[src/design/assert_macros.svh]
// Assertion macros shared by the list table RTL.
// Depends on nothing; included by modules that carry concurrent checks.
`ifndef ASSERT_MACROS_SVH
`define ASSERT_MACROS_SVH

// Property that must hold at every clock edge outside reset.
`define UIDL_ASSERT(lbl, clk, rst_n, prop, msg) \
    lbl: assert property (@(posedge clk) disable iff (!rst_n) (prop)) else $error(msg);

// Condition in one cycle that implies a condition in the next cycle.
`define UIDL_ASSERT_NEXT(lbl, clk, rst_n, ante, cons, msg) \
    lbl: assert property (@(posedge clk) disable iff (!rst_n) (ante) |=> (cons)) else $error(msg);

`endif

[src/design/uidl_pkg.sv]
// Shared types and constants of the unique id list table.
// Used by the controller, the datapath and the top level; depends on nothing.
`timescale 1ns / 1ps

package uidl_pkg;

    // Default sizing of the table.
    localparam int MAX_ENTRIES_DEF = 64;
    localparam int ID_BITS_DEF     = 32;

    // Fixed widths of the stream fields.
    localparam int ACT_W      = 2;
    localparam int ID_W       = 32;
    localparam int POS_W      = 6;
    localparam int IN_TDATA_W = 40;

    // Command codes carried in the input tuser.
    typedef enum logic [ACT_W-1:0] {
        ACT_ADD    = 2'd0,
        ACT_REMOVE = 2'd1,
        ACT_FIND   = 2'd2,
        ACT_READ   = 2'd3
    } action_t;

    // Controller states.
    typedef enum logic [2:0] {
        ST_IDLE,
        ST_SCAN,
        ST_SHIFT,
        ST_READ,
        ST_DONE
    } state_t;

    // Source of the entry_id field in a result.
    typedef enum logic [1:0] {
        RES_ZERO,
        RES_ID,
        RES_MEM
    } res_src_t;

    // Commands from the controller to the datapath.
    typedef struct packed {
        logic     start;
        logic     scan;
        logic     shift_start;
        logic     shift;
        logic     read_pos;
        logic     append;
        logic     dec;
        logic     finish;
        logic     res_ok;
        res_src_t res_src;
    } cmd_t;

    // Status from the datapath to the controller.
    typedef struct packed {
        action_t in_act;
        action_t act;
        logic    full;
        logic    hit;
        logic    scan_end;
        logic    shift_end;
        logic    pos_ok;
        logic    out_free;
    } status_t;

endpackage

[src/design/unique_id_list_table.sv]
// Channel  Signals                       Contents
// s        s_tvalid s_tready s_tdata      song_id [31:0], position [37:32]
//          s_tuser                        action [1:0]
// m        m_tvalid m_tready m_tdata      ok, entry_id, count, is_empty, is_full
//
// Add, remove and find scan one entry a cycle through the single read port.
// A remove that hits then shifts every later entry down one place, one a cycle.
// Read fetches the entry at its position; an add on a full list skips the scan.
// Reset clears the count and the control state; the entries are not cleared.
// A new command is taken while a result waits on m_tready, then holds s_tready low.
//
// Top level of the unique id list table; depends on uidl_pkg, uidl_ctrl and
// uidl_datapath.
`timescale 1ns / 1ps

module unique_id_list_table #(
    parameter int   MAX_ENTRIES = uidl_pkg::MAX_ENTRIES_DEF,
    parameter int   ID_BITS     = uidl_pkg::ID_BITS_DEF,
    localparam int  CntW        = $clog2(MAX_ENTRIES + 1),
    localparam int  OutW        = 1 + uidl_pkg::ID_W + CntW + 2,
    localparam int  OutTdataW   = ((OutW + 7) / 8) * 8
) (
    input  logic                            clk,
    input  logic                            rst_n,
    input  logic                            s_tvalid,
    output logic                            s_tready,
    input  logic [uidl_pkg::IN_TDATA_W-1:0] s_tdata,   // song_id, position
    input  logic [uidl_pkg::ACT_W-1:0]      s_tuser,   // action
    output logic                            m_tvalid,
    input  logic                            m_tready,
    output logic [OutTdataW-1:0]            m_tdata    // ok, entry_id, count, is_empty, is_full
);

    uidl_pkg::cmd_t    cmd;
    uidl_pkg::status_t sts;

    // Sequencer.
    uidl_ctrl u_ctrl (
        .clk      (clk),
        .rst_n    (rst_n),
        .s_tvalid (s_tvalid),
        .s_tready (s_tready),
        .sts      (sts),
        .cmd      (cmd)
    );

    // Storage, scan pointer and result register.
    uidl_datapath #(
        .MAX_ENTRIES (MAX_ENTRIES),
        .ID_BITS     (ID_BITS)
    ) u_datapath (
        .clk      (clk),
        .rst_n    (rst_n),
        .s_tdata  (s_tdata),
        .s_tuser  (s_tuser),
        .m_tvalid (m_tvalid),
        .m_tready (m_tready),
        .m_tdata  (m_tdata),
        .cmd      (cmd),
        .sts      (sts)
    );

endmodule

[src/design/uidl_ctrl.sv]
// Controller state machine of the unique id list table.
// Depends on uidl_pkg for the state, command and status types.
`timescale 1ns / 1ps

module uidl_ctrl (
    input  logic              clk,
    input  logic              rst_n,
    input  logic              s_tvalid,
    output logic              s_tready,
    input  uidl_pkg::status_t sts,
    output uidl_pkg::cmd_t    cmd
);

    uidl_pkg::state_t   state_reg, state_next;
    logic               res_ok_reg, res_ok_next;
    uidl_pkg::res_src_t res_src_reg, res_src_next;

    // State and outcome registers.
    always_ff @(posedge clk or negedge rst_n)
    begin
        if (!rst_n)
        begin
            state_reg   <= uidl_pkg::ST_IDLE;
            res_ok_reg  <= 1'b0;
            res_src_reg <= uidl_pkg::RES_ZERO;
        end
        else
        begin
            state_reg   <= state_next;
            res_ok_reg  <= res_ok_next;
            res_src_reg <= res_src_next;
        end
    end

    // Next state and the outcome that the result beat will report.
    always_comb
    begin
        state_next   = state_reg;
        res_ok_next  = res_ok_reg;
        res_src_next = res_src_reg;
        unique case (state_reg)
            uidl_pkg::ST_IDLE:
            begin
                if (s_tvalid)
                begin
                    if (sts.in_act == uidl_pkg::ACT_READ)
                    begin
                        state_next = uidl_pkg::ST_READ;
                    end
                    else if (sts.in_act == uidl_pkg::ACT_ADD && sts.full)
                    begin
                        state_next   = uidl_pkg::ST_DONE;
                        res_ok_next  = 1'b0;
                        res_src_next = uidl_pkg::RES_ZERO;
                    end
                    else
                    begin
                        state_next = uidl_pkg::ST_SCAN;
                    end
                end
            end
            uidl_pkg::ST_SCAN:
            begin
                if (sts.hit)
                begin
                    res_src_next = uidl_pkg::RES_ZERO;
                    unique case (sts.act)
                        uidl_pkg::ACT_REMOVE:
                        begin
                            state_next  = uidl_pkg::ST_SHIFT;
                            res_ok_next = 1'b1;
                        end
                        uidl_pkg::ACT_FIND:
                        begin
                            state_next   = uidl_pkg::ST_DONE;
                            res_ok_next  = 1'b1;
                            res_src_next = uidl_pkg::RES_ID;
                        end
                        default:
                        begin
                            state_next  = uidl_pkg::ST_DONE;
                            res_ok_next = 1'b0;
                        end
                    endcase
                end
                else if (sts.scan_end)
                begin
                    state_next   = uidl_pkg::ST_DONE;
                    res_ok_next  = (sts.act == uidl_pkg::ACT_ADD);
                    res_src_next = uidl_pkg::RES_ZERO;
                end
            end
            uidl_pkg::ST_SHIFT:
            begin
                if (sts.shift_end)
                begin
                    state_next = uidl_pkg::ST_DONE;
                end
            end
            uidl_pkg::ST_READ:
            begin
                state_next   = uidl_pkg::ST_DONE;
                res_ok_next  = sts.pos_ok;
                res_src_next = sts.pos_ok ? uidl_pkg::RES_MEM : uidl_pkg::RES_ZERO;
            end
            uidl_pkg::ST_DONE:
            begin
                if (sts.out_free)
                begin
                    state_next = uidl_pkg::ST_IDLE;
                end
            end
            default:
            begin
                state_next = uidl_pkg::ST_IDLE;
            end
        endcase
    end

    // Commands to the datapath.
    always_comb
    begin
        cmd         = '0;
        cmd.res_ok  = res_ok_reg;
        cmd.res_src = res_src_reg;
        s_tready    = 1'b0;
        unique case (state_reg)
            uidl_pkg::ST_IDLE:
            begin
                s_tready  = 1'b1;
                cmd.start = s_tvalid;
            end
            uidl_pkg::ST_SCAN:
            begin
                cmd.scan        = 1'b1;
                cmd.shift_start = sts.hit && (sts.act == uidl_pkg::ACT_REMOVE);
                cmd.append      = !sts.hit && sts.scan_end && (sts.act == uidl_pkg::ACT_ADD);
            end
            uidl_pkg::ST_SHIFT:
            begin
                cmd.shift = 1'b1;
                cmd.dec   = sts.shift_end;
            end
            uidl_pkg::ST_READ:
            begin
                cmd.read_pos = 1'b1;
            end
            uidl_pkg::ST_DONE:
            begin
                cmd.finish = sts.out_free;
            end
            default:
            begin
                cmd = '0;
            end
        endcase
    end

endmodule

[src/design/uidl_datapath.sv]
// Datapath of the unique id list table: entry memory, count, scan pointer
// and the result register. Depends on uidl_pkg and assert_macros.svh.
`timescale 1ns / 1ps
`include "assert_macros.svh"

module uidl_datapath #(
    parameter int   MAX_ENTRIES = uidl_pkg::MAX_ENTRIES_DEF,
    parameter int   ID_BITS     = uidl_pkg::ID_BITS_DEF,
    localparam int  AddrW       = (MAX_ENTRIES > 1) ? $clog2(MAX_ENTRIES) : 1,
    localparam int  CntW        = $clog2(MAX_ENTRIES + 1),
    localparam int  OutW        = 1 + uidl_pkg::ID_W + CntW + 2,
    localparam int  OutTdataW   = ((OutW + 7) / 8) * 8
) (
    input  logic                            clk,
    input  logic                            rst_n,
    input  logic [uidl_pkg::IN_TDATA_W-1:0] s_tdata,   // song_id, position
    input  logic [uidl_pkg::ACT_W-1:0]      s_tuser,   // action
    output logic                            m_tvalid,
    input  logic                            m_tready,
    output logic [OutTdataW-1:0]            m_tdata,   // ok, entry_id, count, is_empty, is_full
    input  uidl_pkg::cmd_t                  cmd,
    output uidl_pkg::status_t               sts
);

    localparam int IdW  = uidl_pkg::ID_W;
    localparam int PosW = uidl_pkg::POS_W;
    localparam int CmpW = (CntW > PosW) ? CntW : PosW;

    // Entry storage; contents are undefined until written.
    logic [ID_BITS-1:0] entries_mem [MAX_ENTRIES];

    logic [ID_BITS-1:0]  id_reg;
    uidl_pkg::action_t   act_reg;
    logic [PosW-1:0]     pos_reg;
    logic [CntW-1:0]     idx_reg, idx_next;
    logic [CntW-1:0]     count_reg, count_next;
    logic                rd_valid_reg, rd_valid_next;
    logic [AddrW-1:0]    rd_idx_reg, rd_idx_next;
    logic [ID_BITS-1:0]  rd_data_reg;
    logic                out_valid_reg, out_valid_next;
    logic                ok_reg;
    logic [IdW-1:0]      entry_reg;
    logic [CntW-1:0]     cnt_out_reg;
    logic                empty_reg;
    logic                full_reg;

    logic                idx_lt;
    logic                hit;
    logic                issue;
    logic                rd_en;
    logic [AddrW-1:0]    rd_addr;
    logic                wr_en;
    logic [AddrW-1:0]    wr_addr;
    logic [ID_BITS-1:0]  wr_data;
    logic                full;
    logic [IdW-1:0]      res_entry;

    // Scan and shift pointer compares and the match of the last read.
    assign idx_lt = (idx_reg < count_reg);
    assign hit    = rd_valid_reg && (rd_data_reg == id_reg);
    assign full   = (count_reg == CntW'(MAX_ENTRIES));
    assign issue  = (cmd.scan && !hit && idx_lt) || (cmd.shift && idx_lt);

    // Memory port control: at most one read and one write each cycle.
    always_comb
    begin
        rd_en   = issue || cmd.read_pos;
        rd_addr = cmd.read_pos ? AddrW'(pos_reg) : idx_reg[AddrW-1:0];
        wr_en   = 1'b0;
        wr_addr = count_reg[AddrW-1:0];
        wr_data = id_reg;
        if (cmd.shift && rd_valid_reg)
        begin
            wr_en   = 1'b1;
            wr_addr = rd_idx_reg - AddrW'(1);
            wr_data = rd_data_reg;
        end
        else if (cmd.append)
        begin
            wr_en = 1'b1;
        end
    end

    // Entry memory with registered read data.
    always_ff @(posedge clk)
    begin
        if (wr_en)
        begin
            entries_mem[wr_addr] <= wr_data;
        end
        if (rd_en)
        begin
            rd_data_reg <= entries_mem[rd_addr];
        end
    end

    // Pointer, pending read and count updates.
    always_comb
    begin
        idx_next      = idx_reg;
        rd_valid_next = issue;
        rd_idx_next   = issue ? idx_reg[AddrW-1:0] : rd_idx_reg;
        count_next    = count_reg;
        if (cmd.start)
        begin
            idx_next = '0;
        end
        else if (cmd.shift_start)
        begin
            idx_next = CntW'(rd_idx_reg) + CntW'(1);
        end
        else if (issue)
        begin
            idx_next = idx_reg + CntW'(1);
        end
        if (cmd.append)
        begin
            count_next = count_reg + CntW'(1);
        end
        else if (cmd.dec)
        begin
            count_next = count_reg - CntW'(1);
        end
    end

    // Result field selection.
    always_comb
    begin
        case (cmd.res_src)
            uidl_pkg::RES_ID:  res_entry = IdW'(id_reg);
            uidl_pkg::RES_MEM: res_entry = IdW'(rd_data_reg);
            default:           res_entry = '0;
        endcase
    end

    // Output beat holds until taken.
    always_comb
    begin
        out_valid_next = out_valid_reg;
        if (cmd.finish)
        begin
            out_valid_next = 1'b1;
        end
        else if (m_tready)
        begin
            out_valid_next = 1'b0;
        end
    end

    // Control registers.
    always_ff @(posedge clk or negedge rst_n)
    begin
        if (!rst_n)
        begin
            count_reg     <= '0;
            rd_valid_reg  <= 1'b0;
            out_valid_reg <= 1'b0;
        end
        else
        begin
            count_reg     <= count_next;
            rd_valid_reg  <= rd_valid_next;
            out_valid_reg <= out_valid_next;
        end
    end

    // Payload registers.
    always_ff @(posedge clk)
    begin
        idx_reg    <= idx_next;
        rd_idx_reg <= rd_idx_next;
        if (cmd.start)
        begin
            id_reg  <= ID_BITS'(s_tdata[IdW-1:0]);
            act_reg <= uidl_pkg::action_t'(s_tuser);
            pos_reg <= s_tdata[IdW+PosW-1:IdW];
        end
        if (cmd.finish)
        begin
            ok_reg      <= cmd.res_ok;
            entry_reg   <= res_entry;
            cnt_out_reg <= count_reg;
            empty_reg   <= (count_reg == '0);
            full_reg    <= full;
        end
    end

    // Stream output.
    assign m_tvalid = out_valid_reg;
    assign m_tdata  = OutTdataW'({full_reg, empty_reg, cnt_out_reg, entry_reg, ok_reg});

    // Status to the controller.
    always_comb
    begin
        sts           = '0;
        sts.in_act    = uidl_pkg::action_t'(s_tuser);
        sts.act       = act_reg;
        sts.full      = full;
        sts.hit       = hit;
        sts.scan_end  = !idx_lt && !rd_valid_reg;
        sts.shift_end = !idx_lt && !rd_valid_reg;
        sts.pos_ok    = (CmpW'(pos_reg) < CmpW'(count_reg));
        sts.out_free  = !out_valid_reg || m_tready;
    end

    // Checks.
    `UIDL_ASSERT(a_count_range, clk, rst_n, count_reg <= CntW'(MAX_ENTRIES), "count above capacity")
    `UIDL_ASSERT(a_finish_free, clk, rst_n, !cmd.finish || !out_valid_reg || m_tready, "result beat overwritten")
    `UIDL_ASSERT(a_shift_write, clk, rst_n, !(cmd.shift && rd_valid_reg) || (CntW'(rd_idx_reg) < count_reg), "shift write beyond count")
    `UIDL_ASSERT_NEXT(a_count_step, clk, rst_n, 1'b1, (count_reg == $past(count_reg)) || (count_reg == $past(count_reg) + CntW'(1)) || (count_reg == $past(count_reg) - CntW'(1)), "count moved by more than one")

endmodule

[config.mk]
export PLATFORM = sky130hd
export DESIGN_NAME = unique_id_list_table
export DESIGN_NICKNAME = d
export VERILOG_FILES = /design/src/design/uidl_pkg.sv /design/src/design/unique_id_list_table.sv /design/src/design/uidl_ctrl.sv /design/src/design/uidl_datapath.sv
export VERILOG_INCLUDE_DIRS = /design/src /design/src/design
export SDC_FILE = /design/constraint.sdc
export NUM_CORES = 2
export LEC_CHECK = 0
export ABC_AREA = 1
export BUFFER_PORTS_ARGS = -buffer_cell sky130_fd_sc_hd__buf_4
export CORE_MARGIN = 4
export CORE_UTILIZATION = 45
export CTS_CLUSTER_DIAMETER = 120
export CTS_CLUSTER_SIZE = 14
export DETAILED_ROUTE_END_ITERATION = 10
export PLACE_DENSITY = 0.72
export SLEW_MARGIN = 20
export SYNTH_ARGS = -nofsm -noshare
export SYNTH_HDL_FRONTEND = slang
export SYNTH_SLANG_ARGS = --single-unit
[constraint.sdc]
create_clock -name clk -period 10.7 [get_ports clk]
set_input_delay 0.535 -clock clk [delete_from_list [all_inputs] [get_ports clk]]
set_output_delay 0.535 -clock clk [all_outputs]
set_load 0.02 [all_outputs]
* Word level (Yosys, flattened, before mapping)
Memories as Yosys holds them, arrays and structs flattened. A register that Yosys moved wholly into a read port is not among the register bits. Cells that the tools add are included.
Word-level totals: word-level logic and storage cells 115, register bits 110, memories 1, input bits 46, RAM bits 2048
Operators by class: $add $sub $neg 5, magnitude comparators 2, equality and inequality tests 16, reductions and logical operators 29, multiplexer cells 46
Memory list:
- u_datapath.entries_mem | words 64, bits a word 32, rd ports 1, clocked after Yosys merged registers in 1, write ports 1, RTL line uidl_datapath.sv:30 | logic [ID_BITS-1:0] entries_mem [MAX_ENTRIES];
Operators by type and width (count):
- $pmux 32 s2 | 1
- $eq 32x32->1 | 1
- $mux 32 | 1
- $mux 7 | 4
- $mux 3 | 7
- $mux 1 | 20
- $mux 2 | 8
- $pmux 3 s5 | 1
- $add 7x1->7 const B | 2
- $mux 6 | 2
- $logic_and 1x1->1 | 10
- $add 6x1->7 const B | 1
- $eq 7x7->1 const B | 1
- $logic_not 7->1 | 1
- $lt 6x7->1 | 1
- $lt 7x7->1 | 1
- $sub 7x1->7 const B | 1
- $eq 2x2->1 const B | 3
- $eq 3x2->1 const B | 2
- $pmux 2 s3 | 1
- $reduce_bool 2->1 | 3
- $sub 6x1->6 const B | 1
- $reduce_and 5->1 | 1
- $reduce_or 5->1 | 1
- other kinds (14) | 23

* Depth between registers and ports, before layout
word-level depth 10, depth in mapped cells 19, gate-level depth less buffers 19

* Hierarchy
A second synthesis with hierarchy kept.
Unflattened totals: cells, all modules 7045, area, all modules 89104.2 µm²
Modules (own cells, without submodules):
- uidl_datapath | seq. area each 65467.8 µm², area each 88541.2 µm², cells an instance 6960, instances 1
- uidl_ctrl | seq. area each 150.1 µm², area each 563.0 µm², cells an instance 85, instances 1

* Least setup slack after synthesis
No wires, ideal clock.
kind register to register, from reg u_ctrl.state_reg[1], to mem u_datapath.entries_mem[0][0] (netlist name), data pin, arrival 3552 ps, setup slack 6447 ps, cell stages (with the launch flop) 8, path buffers 2, data required time 9998 ps, setup time 702 ps, cells stage by stage dfrtp_1 > inv_1 > nor2_1 > nand2_1 > nor2_2 > buf_2 > clkbuf_1 > o21ai_0
On the way: longest elaborated chain between the ends 4
Ends and longest elaborated chain:
- start: declaration | RTL line uidl_ctrl.sv:14 | uidl_pkg::state_t state_reg, state_next;
- start signal: assignment | RTL line uidl_ctrl.sv:23 | state_reg <= uidl_pkg::ST_IDLE;
- start signal: assignment | RTL line uidl_ctrl.sv:29 | state_reg <= state_next;
- $eq 3x2->1 | RTL line uidl_ctrl.sv:127 | unique case (state_reg)
- $mux 1 | RTL line uidl_ctrl.sv:127
- $logic_and 1x1->1 | RTL line uidl_datapath.sv:72 | if (cmd.shift && rd_valid_reg)
- $mux 32 | RTL line uidl_datapath.sv:72
- named net u_datapath.wr_data[0] | RTL line uidl_datapath.sv:54 | logic [ID_BITS-1:0] wr_data;
- end: declaration | RTL line uidl_datapath.sv:30
The timed path passes the listed nets, and every way through them passes these cells.

* Worst setup path in the final report
from reg u_ctrl.state_reg[2], to reg u_datapath.rd_data_reg[12] (read register of u_datapath.entries_mem), data pin
On the way: longest elaborated chain between the ends 6
Ends and longest elaborated chain:
- $eq 3x1->1 | RTL line uidl_ctrl.sv:127
- $mux 2 | RTL line uidl_ctrl.sv:127
- $logic_and 1x1->1 (2 in a row) | RTL line uidl_datapath.sv:62 | assign issue = (cmd.scan && !hit && idx_lt) || (cmd.shift && idx_lt);
- $logic_or 1x1->1 | RTL line uidl_datapath.sv:62
- $logic_or 1x1->1 | RTL line uidl_datapath.sv:67 | rd_en = issue || cmd.read_pos;
- end: declaration | RTL line uidl_datapath.sv:39 | logic [ID_BITS-1:0] rd_data_reg;
Parallel ways exist; a longest one is shown, timed or not. A chain may end at the register's enable or synchronous reset.

==> results by group <==
Outcome
  – Outcome: completed

STA
  – Clk_skew: 0.0348 ns
  – Setup_tns: 0 ns
  – Worst slew pin tran: 1.19 ns
  – RSZ-0062 raised after global routing: no
  – Final Hold Vio Count: 0
  – Final count of negative-setup-slack endpoints: 0
  – Crit share post-route: 0.507
  – Max_slew headroom: 0.208
  – Tmin final: 5.43 ns
  – Worst hold margin: 0.106 ns
  – Final count of pins violating max slew: 0
  – Max Fclk: 0.184 GHz
  – Final WS setup: 5.27 ns

CTS
  – Hold_buf cts: 43
  – Clk_lat worst skew: 0.84 ns
  – CTS buffer count: 174
  – Htree depth: 4
  – Post_cts resized: 0
  – CTS Buffer Depth: 3
  – Clk sinks: 2,190
  – Post-CTS Setup Inserts: 0
  – Clk root buf: clkbuf_16
  – Clock Pin Slew Worst Setup and Hold Paths: 0.07 ns
  – CTS tree: yes

Drt
  – Total length of routed met3 wires: 26,500 um
  – Metal-1 WL: 91,400 um
  – 1st-iter DRT viols: 8,212
  – Total number of vias: 56,725
  – Initial DRT Pass Iterations: 6
  – Vias per cell: 6.15
  – # DRC: 0
  – Highest metal used: met5
  – Routed wl met2: 107,000 um
  – Routed WL: 233,000 um
  – WL/cell: 25.2 um
  – Post-route ant nets: 0

Synth
  – Post-synth top area cell: edfxtp_1
  – Post-Syn Instances: 6,680
  – Cell Area, Synth: 87,900 um2
  – Dominant cells by area after synthesis: edfxtp_1 74%, o21ai_0 5.9%, nor2_1 5.4%
  – Synth warnings: 0
  – EDFF count, synth: 2,168
  – Top cell type's share of synthesized area: 0.741
  – Cell variety after synth: 46
  – Main synth FF type: edfxtp_1
  – Sequential element share of the synthesized area: 0.746
  – Post-synthesis async set-or-reset flop share: 0.00685
  – Synth Register Bits: 2,190
  – Syn Area/Cell: 13.2 um2

Floorplan
  – Core Box Area: 193,000 um2
  – Initial Util: 0.455
  – I/O pins: 96
  – DIE HEIGHT: 450 um
  – Die X: 450 um
  – Rows: 161
  – Die area: 202,000 um2

Finish
  – Fillers: 15,746
  – Most frequent cells in the layout: 2,168 x edfxtp_1, 1,201 x nor2_1, 1,014 x o21ai_0, 376 x nand2_1, 280 x o211ai_1
  – Most common cell after layout, fill and taps aside: edfxtp_1
  – Share of cells above drive strength 1: 0.0829
  – Largest register by flop count: u_datapath.entries_mem
  – Finished Cell Area: 96,700 um2
  – Max reg flops: 2,048
  – Fin nets: 6,741
  – Area growth syn-to-layout: 9.95%

Global routing
  – Largest net degree at the start of global routing: 233
  – Vias in the first global route: 53,366
  – Antenna violations before repair: 7
  – Final global-route overflow total: 0
  – GRT Util Overall: 0.221
  – First-pass GRT wire length: 341,000 um

Power and ir drop
  – Peak supply drop: 0.321 mV
  – Pleak: 30.4 nW
  – Pwr Density: 268 nW/um2

Worst setup path
  – Req. time, crit path: 11.22 ns
  – Arr. time, crit path: 5.95 ns
  – Max stage delay on crit path: 0.86 ns
  – Worst setup SP type: flop
  – Setup crit end kind: flop
  – CP bufs+invs: 4
  – Critical path fanouts, max: 94
  – Critical Path Most Common Cell: buf_4
  – CP Cell Sequence: inv_2, nand3_4, o21ai_4, buf_4, buf_4, buf_4, o21ai_0, o221ai_1, nand3_1, nand3_1, nand2_1, o21ai_1
  – Max stage delay cell, worst path: buf_4
  – Crit Path Class: reg -> reg
  – Top cell family by delay on the critical path: buffers and inverters

Place
  – Global placer's final weighted congestion: 0.848
  – PortBufs: 87
  – Setup Slack @ Placement: 5.44 ns
  – DP Area: 91,500 um2
  – Post-detail-place hpwl: 120,000 um

Job
  – MaxCap Viol Count: 0

Hold path
  – Hold Crit Class: in -> async
## power breakdown
group	leakage (nW)	switching, mW	internal (mW)	total, mW
logic	8.32	7.28	2.42	9.70
registers	19.8	0.194	10.3	10.5
clock network	2.29	2.85	2.93	5.78
## routing by layer
metal,vias to the layer above,track usage
met4,4,0.0747
met1,28082,0.311
met5,-,0
met2,3431,0.345
li1,24771,-
met3,437,0.0455
## kinds of logic (layout without fill, tap and decap cells)
logic type / after synthesis / after routing / share of synthesized area
flops: 2190 / 2190 / 0.746
compound gates: 1949 / 1949 / 0.131
simple gates: 1878 / 1878 / 0.0841
buf+inv: 627 / 640 / 0.0337
fa+ha+maj: 24 / 24 / 0.00350
xor+xnor: 11 / 11 / 0.00110
other cells: 1 / 8 / 0.0000427
## through the flow
step	utilization	power, mW	cells
2_1_floorplan	-	17.0	6685
3_5_place_dp	0.473	20.1	8977
5_1_grt	0.500	27.2	9225
3_3_place_gp	0.473	19.8	8977
6_report	0.500	25.9	9226
4_1_cts	0.500	25.8	9223
## worst reg2reg max path: cells and delay by family, from the launching register on
family | cells | cell delay [ns]
AOI/OAI and AO/OA | 4 | 1.48
buffers and inverters | 4 | 2.53
DFF | 1 | 0.42
and+or+nand+nor | 4 | 0.72
## synthesized netlist by cell type, types with 2 or more instances
cell      number
buf_2        138
inv_2          2
dfxtp_1        7
nand3b_1       2
o22ai_1      197
buf_8          4
nand4_1       17
buf_6         24
nand2_2        2
a31oi_1        2
o211ai_1     280
and2_1         2
clkbuf_1     234
o21bai_1      23
nand3_1      199
buf_4         54
clkbuf_2       2
o21ai_0     1044
xor2_1         5
nor2_1      1267
ha_1          23
edfxtp_1    2168
nor3_1         4
a21oi_1       69
inv_1        152
nand2_1      379
o21ai_2        8
dfrtp_1       15
inv_4          2
o221ai_1     188
o21a_1         2
buf_1         14
xnor2_1        6
o21ai_1      133
## final cells by class
cell class                      instances  area, um2  area share
Sequential cell                      2190      65600       0.679
Multi-Input combinational cell       3868      20200       0.209
Clock buffer                          187       4410      0.0457
Tap cell                             2526       3160      0.0327
Timing Repair Buffer                  280       2300      0.0238
Inverter                              157        649     0.00672
Clock inverter                         16        269     0.00278
Antenna cell                            2       5.00   0.0000518
## path summary, 6_finish.rpt
check	start	endpoint	slack (ns)	depth (start not counted)
worst max-delay path	u_ctrl.state_reg[2]	u_datapath.rd_data_reg[12]	5.27	12
worst min-delay path	rst_n	u_datapath.count_reg[3]	0.11	2
worst max register to register	u_ctrl.state_reg[2]	u_datapath.rd_data_reg[12]	5.27	12
worst min register to register	u_ctrl.res_src_reg[0]	u_ctrl.res_src_reg[0]	0.50	1
max in group asynchronous	rst_n	u_ctrl.state_reg[2]	10.40	2
min in group clk	s_tdata[1]	u_datapath.id_reg[1]	0.43	2
Power figures use the tool's default switching activity.
